### config.mk
export PLATFORM = sky130hd
export DESIGN_NAME = partition_pixel_address_generator
export DESIGN_NICKNAME = d
export VERILOG_FILES = /design/src/rtl/ppag_pkg.sv /design/src/rtl/ppag_div.sv /design/src/rtl/ppag_adv.sv /design/src/rtl/partition_pixel_address_generator.sv
export SDC_FILE = /design/constraint.sdc
export NUM_CORES = 2
export LEC_CHECK = 0
export BUFFER_PORTS_ARGS = -buffer_cell sky130_fd_sc_hd__buf_4
export CAP_MARGIN = 20
export CORE_ASPECT_RATIO = 1.75
export CORE_MARGIN = 4
export CORE_UTILIZATION = 25
export CTS_CLUSTER_DIAMETER = 200
export CTS_CLUSTER_SIZE = 28
export DETAILED_ROUTE_END_ITERATION = 6
export GPL_ROUTABILITY_DRIVEN = 0
export GPL_TIMING_DRIVEN = 0
export HOLD_SLACK_MARGIN = 0.12
export PLACE_DENSITY = 0.4
export SETUP_SLACK_MARGIN = 0.2
export SLEW_MARGIN = 10
export SYNTH_ARGS = -nofsm -noshare
export SYNTH_HDL_FRONTEND = slang
export SYNTH_SLANG_ARGS = --single-unit
### constraint.sdc
create_clock -name clk -period 19.9 [get_ports clk]
set_clock_uncertainty 0.1 [all_clocks]
set_input_delay 3.98 -clock clk [delete_from_list [all_inputs] [get_ports clk]]
set_output_delay 3.98 -clock clk [all_outputs]
set_load 0.03 [all_outputs]
### src/rtl/ppag_pkg.sv
// types and constants shared by the partition pixel address generator
// no dependencies; compiled before every other file of the block
package ppag_pkg;

	localparam int DIM_W    = 13;  // image size, stripe size, region bounds
	localparam int POS_W    = 12;  // pixel row and column
	localparam int WRK_W    = 7;   // worker count
	localparam int OWN_W    = 6;   // owner index
	localparam int OFF_W    = 26;  // rgb array offset
	localparam int STRIDE_W = 20;  // workers times stripe size
	localparam int PRE_W    = 21;  // bounds before clamping, stripe hop sums
	localparam int MODE_W   = 3;
	localparam int STAT_W   = 2;
	localparam int CFG_IDX_W = 3;

	localparam logic [DIM_W-1:0] MAX_DIM     = 13'd4096;
	localparam logic [WRK_W-1:0] MAX_WORKERS = 7'd64;

	// partition modes
	localparam logic [MODE_W-1:0] MODE_ROWS   = 3'd0;
	localparam logic [MODE_W-1:0] MODE_COLS   = 3'd1;
	localparam logic [MODE_W-1:0] MODE_BLOCKS = 3'd2;
	localparam logic [MODE_W-1:0] MODE_CROWS  = 3'd3;
	localparam logic [MODE_W-1:0] MODE_CCOLS  = 3'd4;

	// request commands
	localparam logic CMD_START = 1'b0;
	localparam logic CMD_NEXT  = 1'b1;

	// result status codes
	localparam logic [STAT_W-1:0] ST_PIXEL = 2'd0;
	localparam logic [STAT_W-1:0] ST_EMPTY = 2'd1;
	localparam logic [STAT_W-1:0] ST_DONE  = 2'd2;

	// configuration register indexes
	localparam logic [CFG_IDX_W-1:0] CFG_MODE   = 3'd0;
	localparam logic [CFG_IDX_W-1:0] CFG_WIDTH  = 3'd1;
	localparam logic [CFG_IDX_W-1:0] CFG_HEIGHT = 3'd2;
	localparam logic [CFG_IDX_W-1:0] CFG_WORKERS = 3'd3;
	localparam logic [CFG_IDX_W-1:0] CFG_STRIPE = 3'd4;

	typedef struct packed {
		logic             cmd;
		logic [OWN_W-1:0] owner;
	} in_t;

	typedef struct packed {
		logic [STAT_W-1:0] status;
		logic [POS_W-1:0]  pixel_row;
		logic [POS_W-1:0]  pixel_col;
		logic [OFF_W-1:0]  pixel_offset;
		logic              is_last;
	} out_t;

	// walk cursor and current region bounds
	typedef struct packed {
		logic [POS_W-1:0] row;
		logic [POS_W-1:0] col;
		logic [DIM_W-1:0] base;
		logic [DIM_W-1:0] r0;
		logic [DIM_W-1:0] r1;
		logic [DIM_W-1:0] c0;
		logic [DIM_W-1:0] c1;
	} pos_t;

	// settings latched at region start
	typedef struct packed {
		logic [MODE_W-1:0]   mode;
		logic [DIM_W-1:0]    w;
		logic [DIM_W-1:0]    h;
		logic [DIM_W-1:0]    s;
		logic [STRIDE_W-1:0] stride;
	} walk_cfg_t;

endpackage

### src/rtl/ppag_div.sv
// iterative restoring divider, one quotient bit per cycle
// depends on ppag_pkg
module ppag_div (
	input  logic                       clk,
	input  logic                       arst_n,
	input  logic                       go,
	input  logic [ppag_pkg::DIM_W-1:0] dividend,
	input  logic [ppag_pkg::WRK_W-1:0] divisor,
	output logic                       done,
	output logic [ppag_pkg::DIM_W-1:0] quotient,
	output logic [ppag_pkg::WRK_W-1:0] remainder
);
	import ppag_pkg::*;

	localparam int CNT_W = $clog2(DIM_W + 1);

	logic [CNT_W-1:0] cnt_q;
	logic             busy_q;
	logic             done_q;
	logic [DIM_W-1:0] quo_q;
	logic [WRK_W-1:0] rem_q;
	logic [WRK_W-1:0] dvs_q;
	logic [WRK_W:0]   trial;
	logic [WRK_W:0]   diff;
	logic             fits;

	assign trial = {rem_q, quo_q[DIM_W-1]};
	assign fits  = trial >= {1'b0, dvs_q};
	assign diff  = trial - {1'b0, dvs_q};

	always_ff @(posedge clk or negedge arst_n) begin
		if (!arst_n) begin
			cnt_q  <= '0;
			busy_q <= 1'b0;
			done_q <= 1'b0;
		end else begin
			done_q <= 1'b0;
			if (go) begin
				cnt_q  <= CNT_W'(DIM_W);
				busy_q <= 1'b1;
			end else if (busy_q) begin
				cnt_q <= cnt_q - CNT_W'(1);
				if (cnt_q == CNT_W'(1)) begin
					busy_q <= 1'b0;
					done_q <= 1'b1;
				end
			end
		end
	end

	always_ff @(posedge clk) begin
		if (go) begin
			quo_q <= dividend;
			rem_q <= '0;
			dvs_q <= divisor;
		end else if (busy_q) begin
			quo_q <= {quo_q[DIM_W-2:0], fits};
			rem_q <= fits ? diff[WRK_W-1:0] : trial[WRK_W-1:0];
		end
	end

	assign done      = done_q;
	assign quotient  = quo_q;
	assign remainder = rem_q;

endmodule

### src/rtl/ppag_adv.sv
// next pixel of a region walk: row-major, column-major and stripe hops
// depends on ppag_pkg
module ppag_adv (
	input  ppag_pkg::pos_t      cur,
	input  ppag_pkg::walk_cfg_t cfg,
	output ppag_pkg::pos_t      nxt,
	output logic                more
);
	import ppag_pkg::*;

	logic [DIM_W-1:0] row_inc;
	logic [DIM_W-1:0] col_inc;
	logic [DIM_W-1:0] hop_lim;
	logic [PRE_W-1:0] hop;
	logic [PRE_W-1:0] hop_end;
	logic [DIM_W-1:0] hop_top;
	logic             hop_ok;

	assign row_inc = {1'b0, cur.row} + DIM_W'(1);
	assign col_inc = {1'b0, cur.col} + DIM_W'(1);
	assign hop_lim = (cfg.mode == MODE_CCOLS) ? cfg.w : cfg.h;
	assign hop     = PRE_W'(cur.base) + PRE_W'(cfg.stride);
	assign hop_end = hop + PRE_W'(cfg.s);
	assign hop_ok  = hop < PRE_W'(hop_lim);
	assign hop_top = (hop_end > PRE_W'(hop_lim)) ? hop_lim : hop_end[DIM_W-1:0];

	always_comb begin
		nxt  = cur;
		more = 1'b0;
		if (cfg.mode == MODE_CCOLS) begin
			// column-major inside the stripe, then jump to the next stripe
			if (row_inc < cur.r1) begin
				nxt.row = row_inc[POS_W-1:0];
				more    = 1'b1;
			end else if (col_inc < cur.c1) begin
				nxt.col = col_inc[POS_W-1:0];
				nxt.row = cur.r0[POS_W-1:0];
				more    = 1'b1;
			end else if (hop_ok) begin
				nxt.base = hop[DIM_W-1:0];
				nxt.c0   = hop[DIM_W-1:0];
				nxt.c1   = hop_top;
				nxt.col  = hop[POS_W-1:0];
				nxt.row  = cur.r0[POS_W-1:0];
				more     = 1'b1;
			end
		end else begin
			if (col_inc < cur.c1) begin
				nxt.col = col_inc[POS_W-1:0];
				more    = 1'b1;
			end else if (row_inc < cur.r1) begin
				nxt.row = row_inc[POS_W-1:0];
				nxt.col = cur.c0[POS_W-1:0];
				more    = 1'b1;
			end else if (cfg.mode == MODE_CROWS && hop_ok) begin
				nxt.base = hop[DIM_W-1:0];
				nxt.r0   = hop[DIM_W-1:0];
				nxt.r1   = hop_top;
				nxt.row  = hop[POS_W-1:0];
				nxt.col  = cur.c0[POS_W-1:0];
				more     = 1'b1;
			end
		end
	end

endmodule

### src/rtl/partition_pixel_address_generator.sv
// partition pixel address generator: top level, sequencer and shared multiplier
// depends on ppag_pkg, ppag_div, ppag_adv
// next request: the row product is registered in S_OFF_MUL and the result enters the output
//   register in S_EMIT, which waits on a stalled output; new requests wait for idle
// start request: cyclic modes skip the divider, strips run the 13-step shared divider once
//   and blocks three times; out-of-range owners and exhausted walks go from idle to S_RESP,
//   and an empty region goes from S_BOUND to S_RESP instead of S_OFF_MUL and S_EMIT
// async active-low reset: configuration registers at defaults, no region active, output empty
module partition_pixel_address_generator (
	input  logic                           clk,
	input  logic                           arst_n,
	input  logic                           cfg_valid,
	output logic                           cfg_ready,
	input  logic [ppag_pkg::CFG_IDX_W-1:0] cfg_index,
	input  logic [ppag_pkg::DIM_W-1:0]     cfg_data,
	input  logic                           in_valid,
	output logic                           in_ready,
	input  ppag_pkg::in_t                  in_data,
	output logic                           out_valid,
	input  logic                           out_ready,
	output ppag_pkg::out_t                 out_data
);
	import ppag_pkg::*;

	localparam int ST_W   = 4;
	localparam int SQ_W   = 4;   // grid side, 1 to 8
	localparam int QUO_W  = 6;   // owner / grid side
	localparam int MOD_W  = 3;   // owner mod grid side
	localparam int PROD_W = POS_W + DIM_W;

	// sequencer states
	localparam logic [ST_W-1:0] S_IDLE    = 4'd0;
	localparam logic [ST_W-1:0] S_DIV_A   = 4'd1;  // strip height/width or block height
	localparam logic [ST_W-1:0] S_DIV_B   = 4'd2;  // block width
	localparam logic [ST_W-1:0] S_DIV_C   = 4'd3;  // owner split into grid row and column
	localparam logic [ST_W-1:0] S_MUL_S   = 4'd4;  // stripe stride
	localparam logic [ST_W-1:0] S_MUL_A   = 4'd5;  // first bound product
	localparam logic [ST_W-1:0] S_MUL_B   = 4'd6;  // block column product
	localparam logic [ST_W-1:0] S_BOUND   = 4'd7;  // clamp, empty check, load cursor
	localparam logic [ST_W-1:0] S_OFF_MUL = 4'd8;  // row times width
	localparam logic [ST_W-1:0] S_EMIT    = 4'd9;  // pixel result and cursor advance
	localparam logic [ST_W-1:0] S_RESP    = 4'd10; // status-only result

	// floor of the square root over the worker range
	function automatic logic [SQ_W-1:0] grid_side(input logic [WRK_W-1:0] p);
		if (p >= 7'd64) return 4'd8;
		if (p >= 7'd49) return 4'd7;
		if (p >= 7'd36) return 4'd6;
		if (p >= 7'd25) return 4'd5;
		if (p >= 7'd16) return 4'd4;
		if (p >= 7'd9)  return 4'd3;
		if (p >= 7'd4)  return 4'd2;
		return 4'd1;
	endfunction

	function automatic logic [DIM_W-1:0] clamp_to(input logic [PRE_W-1:0] v,
		input logic [DIM_W-1:0] lim);
		return (v > PRE_W'(lim)) ? lim : v[DIM_W-1:0];
	endfunction

	// configuration registers
	logic [MODE_W-1:0] part_mode_q;
	logic [DIM_W-1:0]  image_width_q;
	logic [DIM_W-1:0]  image_height_q;
	logic [WRK_W-1:0]  worker_count_q;
	logic [DIM_W-1:0]  stripe_size_q;

	// settings after saturation of out-of-range values
	logic [MODE_W-1:0] mode_n;
	logic [DIM_W-1:0]  w_n;
	logic [DIM_W-1:0]  h_n;
	logic [WRK_W-1:0]  p_n;
	logic [DIM_W-1:0]  s_n;

	// sequencer and walk state
	logic [ST_W-1:0]   state_q;
	logic              walk_done_q;
	logic              div_wait_q;
	pos_t              cur_q;
	walk_cfg_t         lat_q;
	logic [WRK_W-1:0]  p_q;
	logic [SQ_W-1:0]   d_q;
	logic [OWN_W-1:0]  owner_q;
	logic [DIM_W-1:0]  u_q;
	logic [DIM_W-1:0]  bw_q;
	logic [QUO_W-1:0]  q_q;
	logic [MOD_W-1:0]  m_q;
	logic [PRE_W-1:0]  pre_r0_q;
	logic [PRE_W-1:0]  pre_r1_q;
	logic [PRE_W-1:0]  pre_c0_q;
	logic [PRE_W-1:0]  pre_c1_q;
	logic [PROD_W-1:0] prod_q;
	logic [STAT_W-1:0] stat_q;
	logic              out_valid_q;
	out_t              out_q;

	// shared divider
	logic              div_go;
	logic [DIM_W-1:0]  div_dividend;
	logic [WRK_W-1:0]  div_divisor;
	logic              div_done;
	logic [DIM_W-1:0]  div_quo;
	logic [WRK_W-1:0]  div_rem;

	// shared multiplier
	logic [POS_W-1:0]  mul_a;
	logic [DIM_W-1:0]  mul_b;

	// bound arithmetic
	logic [PRE_W-1:0]  prod_pre;
	logic [PRE_W-1:0]  sum_u;
	logic [PRE_W-1:0]  sum_s;
	logic              own_last;
	logic              blk_last_row;
	logic              blk_last_col;
	logic [PRE_W-1:0]  b_r0, b_r1, b_c0, b_c1;
	logic [PRE_W-1:0]  fin_c0, fin_c1;
	logic [DIM_W-1:0]  cl_r0, cl_r1, cl_c0, cl_c1;
	logic              region_empty;

	// emit path
	pos_t              adv_nxt;
	logic              adv_more;
	logic [PROD_W-1:0] lin_idx;
	logic [OFF_W-1:0]  offset;

	logic              in_acc;
	logic              out_free;
	logic              out_load;

	assign cfg_ready = 1'b1;
	assign in_ready  = (state_q == S_IDLE);
	assign in_acc    = in_valid && in_ready;
	assign out_free  = !out_valid_q || out_ready;
	// a result enters the output register
	assign out_load  = out_free && (state_q == S_EMIT || state_q == S_RESP);
	assign out_valid = out_valid_q;
	assign out_data  = out_q;

	// unused mode codes fall back to row strips, sizes saturate
	assign mode_n = (part_mode_q > MODE_CCOLS) ? MODE_ROWS : part_mode_q;
	assign w_n    = (image_width_q > MAX_DIM) ? MAX_DIM : image_width_q;
	assign h_n    = (image_height_q > MAX_DIM) ? MAX_DIM : image_height_q;
	assign p_n    = (worker_count_q == '0) ? WRK_W'(1) :
		(worker_count_q > MAX_WORKERS) ? MAX_WORKERS : worker_count_q;
	assign s_n    = (stripe_size_q == '0) ? DIM_W'(1) : stripe_size_q;

	// divider operands and issue: one go per divide state
	assign div_go = !div_wait_q &&
		(state_q == S_DIV_A || state_q == S_DIV_B || state_q == S_DIV_C);

	always_comb begin
		div_dividend = lat_q.h;
		div_divisor  = p_q;
		case (state_q)
			S_DIV_A: begin
				div_dividend = (lat_q.mode == MODE_COLS) ? lat_q.w : lat_q.h;
				div_divisor  = (lat_q.mode == MODE_BLOCKS) ? WRK_W'(d_q) : p_q;
			end
			S_DIV_B: begin
				div_dividend = lat_q.w;
				div_divisor  = WRK_W'(d_q);
			end
			S_DIV_C: begin
				div_dividend = DIM_W'(owner_q);
				div_divisor  = WRK_W'(d_q);
			end
			default: begin
				div_dividend = lat_q.h;
				div_divisor  = p_q;
			end
		endcase
	end

	ppag_div u_div (
		.clk       (clk),
		.arst_n    (arst_n),
		.go        (div_go),
		.dividend  (div_dividend),
		.divisor   (div_divisor),
		.done      (div_done),
		.quotient  (div_quo),
		.remainder (div_rem)
	);

	// multiplier operands, product registered every cycle
	always_comb begin
		mul_a = cur_q.row;
		mul_b = lat_q.w;
		case (state_q)
			S_MUL_S: begin
				mul_a = POS_W'(p_q);
				mul_b = lat_q.s;
			end
			S_MUL_A: begin
				mul_a = (lat_q.mode == MODE_BLOCKS) ? POS_W'(q_q) : POS_W'(owner_q);
				mul_b = (lat_q.mode inside {MODE_CROWS, MODE_CCOLS}) ? lat_q.s : u_q;
			end
			S_MUL_B: begin
				mul_a = POS_W'(m_q);
				mul_b = bw_q;
			end
			default: begin
				mul_a = cur_q.row;
				mul_b = lat_q.w;
			end
		endcase
	end

	always_ff @(posedge clk) begin
		prod_q <= PROD_W'(mul_a) * PROD_W'(mul_b);
	end

	// first bound pair from the owner product
	assign prod_pre     = PRE_W'(prod_q[STRIDE_W-1:0]);
	assign sum_u        = prod_pre + PRE_W'(u_q);
	assign sum_s        = prod_pre + PRE_W'(lat_q.s);
	assign own_last     = (WRK_W'(owner_q) + WRK_W'(1)) == p_q;
	// bottom grid row stretches to the image bottom
	assign blk_last_row = ((WRK_W+1)'(owner_q) + (WRK_W+1)'(d_q)) >= (WRK_W+1)'(p_q);
	// rightmost grid column stretches to the image edge
	assign blk_last_col = SQ_W'(m_q) == (d_q - SQ_W'(1));

	always_comb begin
		b_r0 = '0;
		b_r1 = PRE_W'(lat_q.h);
		b_c0 = '0;
		b_c1 = PRE_W'(lat_q.w);
		case (lat_q.mode)
			MODE_ROWS: begin
				b_r0 = prod_pre;
				b_r1 = own_last ? PRE_W'(lat_q.h) : sum_u;
			end
			MODE_COLS: begin
				b_c0 = prod_pre;
				b_c1 = own_last ? PRE_W'(lat_q.w) : sum_u;
			end
			MODE_BLOCKS: begin
				b_r0 = prod_pre;
				b_r1 = blk_last_row ? PRE_W'(lat_q.h) : sum_u;
			end
			MODE_CROWS: begin
				b_r0 = prod_pre;
				b_r1 = sum_s;
			end
			default: begin
				b_c0 = prod_pre;
				b_c1 = sum_s;
			end
		endcase
	end

	// block columns come from the second product
	assign fin_c0 = (lat_q.mode == MODE_BLOCKS) ? prod_pre : pre_c0_q;
	assign fin_c1 = (lat_q.mode == MODE_BLOCKS) ?
		(blk_last_col ? PRE_W'(lat_q.w) : prod_pre + PRE_W'(bw_q)) : pre_c1_q;

	assign cl_r0 = clamp_to(pre_r0_q, lat_q.h);
	assign cl_r1 = clamp_to(pre_r1_q, lat_q.h);
	assign cl_c0 = clamp_to(fin_c0, lat_q.w);
	assign cl_c1 = clamp_to(fin_c1, lat_q.w);
	assign region_empty = (cl_r0 >= cl_r1) || (cl_c0 >= cl_c1);

	// emit: offset 3 * (row * width + col), next position in parallel
	ppag_adv u_adv (
		.cur  (cur_q),
		.cfg  (lat_q),
		.nxt  (adv_nxt),
		.more (adv_more)
	);

	assign lin_idx = prod_q + PROD_W'(cur_q.col);
	assign offset  = {lin_idx, 1'b0} + OFF_W'(lin_idx);

	// control: sequencer, configuration, cursor, output valid
	always_ff @(posedge clk or negedge arst_n) begin
		if (!arst_n) begin
			state_q        <= S_IDLE;
			walk_done_q    <= 1'b1;
			div_wait_q     <= 1'b0;
			out_valid_q    <= 1'b0;
			cur_q          <= '0;
			part_mode_q    <= MODE_ROWS;
			image_width_q  <= DIM_W'(1);
			image_height_q <= DIM_W'(1);
			worker_count_q <= WRK_W'(1);
			stripe_size_q  <= DIM_W'(1);
		end else begin
			if (cfg_valid) begin
				case (cfg_index)
					CFG_MODE:    part_mode_q    <= cfg_data[MODE_W-1:0];
					CFG_WIDTH:   image_width_q  <= cfg_data;
					CFG_HEIGHT:  image_height_q <= cfg_data;
					CFG_WORKERS: worker_count_q <= cfg_data[WRK_W-1:0];
					CFG_STRIPE:  stripe_size_q  <= cfg_data;
					default: ;
				endcase
			end

			if (out_load) begin
				out_valid_q <= 1'b1;
			end else if (out_ready) begin
				out_valid_q <= 1'b0;
			end

			if (div_go) begin
				div_wait_q <= 1'b1;
			end else if (div_done) begin
				div_wait_q <= 1'b0;
			end

			case (state_q)
				S_IDLE: begin
					if (in_acc) begin
						if (in_data.cmd == CMD_START) begin
							walk_done_q <= 1'b1;
							if (WRK_W'(in_data.owner) >= p_n) begin
								state_q <= S_RESP;
							end else if (mode_n inside {MODE_CROWS, MODE_CCOLS}) begin
								state_q <= S_MUL_S;
							end else begin
								state_q <= S_DIV_A;
							end
						end else if (walk_done_q) begin
							state_q <= S_RESP;
						end else begin
							state_q <= S_OFF_MUL;
						end
					end
				end
				S_DIV_A: begin
					if (div_done) begin
						state_q <= (lat_q.mode == MODE_BLOCKS) ? S_DIV_B : S_MUL_S;
					end
				end
				S_DIV_B: begin
					if (div_done) begin
						state_q <= S_DIV_C;
					end
				end
				S_DIV_C: begin
					if (div_done) begin
						state_q <= S_MUL_S;
					end
				end
				S_MUL_S: state_q <= S_MUL_A;
				S_MUL_A: state_q <= S_MUL_B;
				S_MUL_B: state_q <= S_BOUND;
				S_BOUND: begin
					if (region_empty) begin
						state_q <= S_RESP;
					end else begin
						cur_q.row  <= cl_r0[POS_W-1:0];
						cur_q.col  <= cl_c0[POS_W-1:0];
						cur_q.base <= (lat_q.mode == MODE_CCOLS) ? cl_c0 : cl_r0;
						cur_q.r0   <= cl_r0;
						cur_q.r1   <= cl_r1;
						cur_q.c0   <= cl_c0;
						cur_q.c1   <= cl_c1;
						state_q    <= S_OFF_MUL;
					end
				end
				S_OFF_MUL: state_q <= S_EMIT;
				S_EMIT: begin
					if (out_free) begin
						walk_done_q <= !adv_more;
						if (adv_more) begin
							cur_q <= adv_nxt;
						end
						state_q <= S_IDLE;
					end
				end
				S_RESP: begin
					if (out_free) begin
						state_q <= S_IDLE;
					end
				end
				default: state_q <= S_IDLE;
			endcase
		end
	end

	// datapath registers
	always_ff @(posedge clk) begin
		if (state_q == S_IDLE && in_acc) begin
			// walk settings are taken only when a region starts
			if (in_data.cmd == CMD_START) begin
				lat_q.mode <= mode_n;
				lat_q.w    <= w_n;
				lat_q.h    <= h_n;
				lat_q.s    <= s_n;
				p_q        <= p_n;
				d_q        <= grid_side(p_n);
			end
			owner_q    <= in_data.owner;
			stat_q     <= (in_data.cmd == CMD_START) ? ST_EMPTY : ST_DONE;
		end
		if (div_done) begin
			case (state_q)
				S_DIV_A: u_q  <= div_quo;
				S_DIV_B: bw_q <= div_quo;
				S_DIV_C: begin
					q_q <= div_quo[QUO_W-1:0];
					m_q <= div_rem[MOD_W-1:0];
				end
				default: ;
			endcase
		end
		if (state_q == S_MUL_A) begin
			lat_q.stride <= prod_q[STRIDE_W-1:0];
		end
		if (state_q == S_MUL_B) begin
			pre_r0_q <= b_r0;
			pre_r1_q <= b_r1;
			pre_c0_q <= b_c0;
			pre_c1_q <= b_c1;
		end
		if (state_q == S_EMIT && out_free) begin
			out_q.status       <= ST_PIXEL;
			out_q.pixel_row    <= cur_q.row;
			out_q.pixel_col    <= cur_q.col;
			out_q.pixel_offset <= offset;
			out_q.is_last      <= !adv_more;
		end else if (state_q == S_RESP && out_free) begin
			out_q.status       <= stat_q;
			out_q.pixel_row    <= '0;
			out_q.pixel_col    <= '0;
			out_q.pixel_offset <= '0;
			out_q.is_last      <= 1'b0;
		end
	end

endmodule

==> qor.yml <==
cts_setup_buffers: 0
synth-edff-count: 269
yosys_warnings: 0
fin_cells: 5658
cap_violations: 0
yosysTopAreaCellShare_pct: 23.24
yosysSeqAreaShare_pct: 35.94
netlist_instances: 3698
clkTransAtPathRegs_ps: 120
worst_slew_pin_slew_ps: 1239
worstPathArrival_ps: 10930
nets: 4288
slowest_stage: "dfxtp_1"
startpoint_type: "flip-flop"
die_h_um: 501.3
pre_cts_slack_ps: 9555
yosys-top-cells-count: "nand2_1 (350), nor2_1 (350), ha_1 (321), inv_1 (303), edfxtp_1 (269)"
cts_tree: "done"
numClockSinks: 452
hold_class: "flip-flop to flip-flop"
synth_top_area_cell: "edfxtp_1"
vias_per_cell: 5.071
post-route-period-util_pct: 52.71
cpMostUsedCell: "o21ai_0"
postRouteAntennaNets: 0
synth_seq_cells: 452
first_global_vias: 29630
area_growth_pct: 10.85
register_area_mm2: 0.01249
maxSlewHeadroom_pct: 17.42
fillers: 14820
placedCellCount: 5618
worst_slack_ps: 9411
grt_pass1_wl_um: 217100
die_area_mm2: 0.1453
min_path_cells: 1
drt_wl_total_um: 154500
finalCriticalPeriod_ps: 10490
end_kind: "flip-flop"
avgSynthCellArea_um2: 9.400
required_ps: 20340
drtIter0Drc: 2325
numCtsBuffers: 20
rows: 180
slowest_delay_ps: 1160
drive_gt1_share_pct: 7.277
vias: 28690
postCtsResizedCells: 0
die_x_um: 289.9
initial_utilization_pct: 25.22
wire_per_inst_um: 27.30
grt_usage_pct: 20.67
grt_max_degree: 88
syn-cell-area_mm2: 0.03476
cts-root-buf: "clkbuf_16"
core_area_mm2: 0.1378
antenna_found_initial: 12
final.setup.tns_ps: 0
insertion_delay_ps: 650
numPortBuffers: 82
synth.area.top_cells: "edfxtp_1 (23%), ha_1 (12%), dfrtp_1 (10%)"
grt_setup_unrepaired: "no"
overflow: 0
ys_types: 100
clock_path_buffers: 3
hold_viol_final: 0
status: "finished clean"
fin_util_pct: 27.95
hpwl_um: 124800
ys.flop_type: "edfxtp_1"
holdBufCountCts: 0
timing.fmax_mhz: 95.34
htree_levels: 1
remaining_drc_errors: 0
final-setup-viol-count: 0
synth.net_count: 4166
async_reset_ff_share_pct: 32.96
path_max_fanout: 10
multi_input_area_mm2: 0.02038
drtPass1Iterations: 6
io_pins: 84
slew_viol_final: 0
reg2reg_depth: 36
crit_type: "flip-flop to flip-flop"
## worst paths after layout
check | slack (ps) | end | start
worst max-delay path | 9410 | cur_q[87] | prod_q[1]
worst min-delay path | 400 | image_width_q[4] | image_width_q[4]
worst max register to register | 9410 | cur_q[87] | prod_q[1]
worst min register to register | 400 | image_width_q[4] | image_width_q[4]
max in group asynchronous | 15520 | cur_q[87] | arst_n
min in group asynchronous | 3180 | stripe_size_q[6] | arst_n
## cells by family (layout without fill, tap and decap cells)
group           count (synthesis)  in the layout  share of synthesized area [%]
xor+xnor                      152            152                          3.830
mux                           159            159                          4.892
flops                         452            452                          35.94
fa+ha+maj                     440            440                          18.41
buf+inv                       481            617                          5.486
simple gates                 1194           1194                          16.19
other cells                     1              5                        0.01079
compound gates                819            819                          15.24
## layout make-up
type	instances	share of cell area (%)
timing repair buffer	100	2.202
multi-input combinational	2765	52.90
sequential	452	32.43
buffer	178	2.030
clock buffer	34	1.435
clock inverter	2	0.1202
inverter	303	2.952
tap	1820	5.910
antenna	4	0.02598
## flip-flops by register name (all words and copies together), names as in the netlist, 6 cells and up
| signal | flops |
|---|---|
| cur_q | 87 |
| out_data | 53 |
| stripe_size_q | 13 |
| lat_q | 62 |
| pre_c1_q | 21 |
| p_q | 7 |
| prod_q | 25 |
| bw_q | 13 |
| u_div.remainder | 7 |
| u_q | 13 |
| worker_count_q | 7 |
| pre_r0_q | 20 |
| q_q | 6 |
| pre_r1_q | 21 |
| image_width_q | 13 |
| pre_c0_q | 20 |
| image_height_q | 13 |
| owner_q | 6 |
| u_div.quotient | 13 |
| u_div.dvs_q | 7 |
## metrics by stage
| stage | hold slack, ps | cell area [µm²] |
|---|---|---|
| CTS | 405.7 | 38520 |
| finish | 401.7 | 38530 |
| floorplan | 306.4 | 34760 |
| global placement | 366.1 | 37650 |
| detailed placement | 373.8 | 37920 |
| global route | 409.4 | 38520 |
## metal layers
metal / GRT usage [%] / part of all wire, % / up-vias
li1: - / - / 13230
met1: 20.14 / 33 / 14150
met2: 39.64 / 53 / 900
met3: 2.058 / 4.0 / 411
met4: 16.07 / 9.9 / 4
met5: 0 / 0.022 / -
## cell usage in the layout (no fill, tap or decap), drive strengths merged, types with 29 or more instances in the layout
cell    netlist  routed
a211oi       33      33
a21o         61      61
a21oi       243     243
a31oi        38      38
and2         76      76
and3         62      62
buf          18     118
clkbuf      157     191
dfrtp       144     144
dfxtp        34      34
edfxtp      269     269
fa          119     119
ha          321     321
inv         303     303
mux2         87      87
mux2i        72      72
nand2       350     350
nand2b       46      46
nand3        69      69
nor2        351     351
nor2b        93      93
nor3         62      62
o211ai       29      29
o21a         32      32
o21ai       190     190
xnor2        99      99
xor2         53      53
## worst max-delay path, delay by kind of cell (launching register included)
family	cells	cell delay, ps
compound gates	21	4900
buf+inv	4	1550
flops	1	1160
fa+ha+maj	3	1100
simple gates	6	950
mux	1	460
xor+xnor	1	140
Power is left out: the tool's default activity adds up to more than one toggle a clock period on the data nets, which glitch-free logic cannot reach.
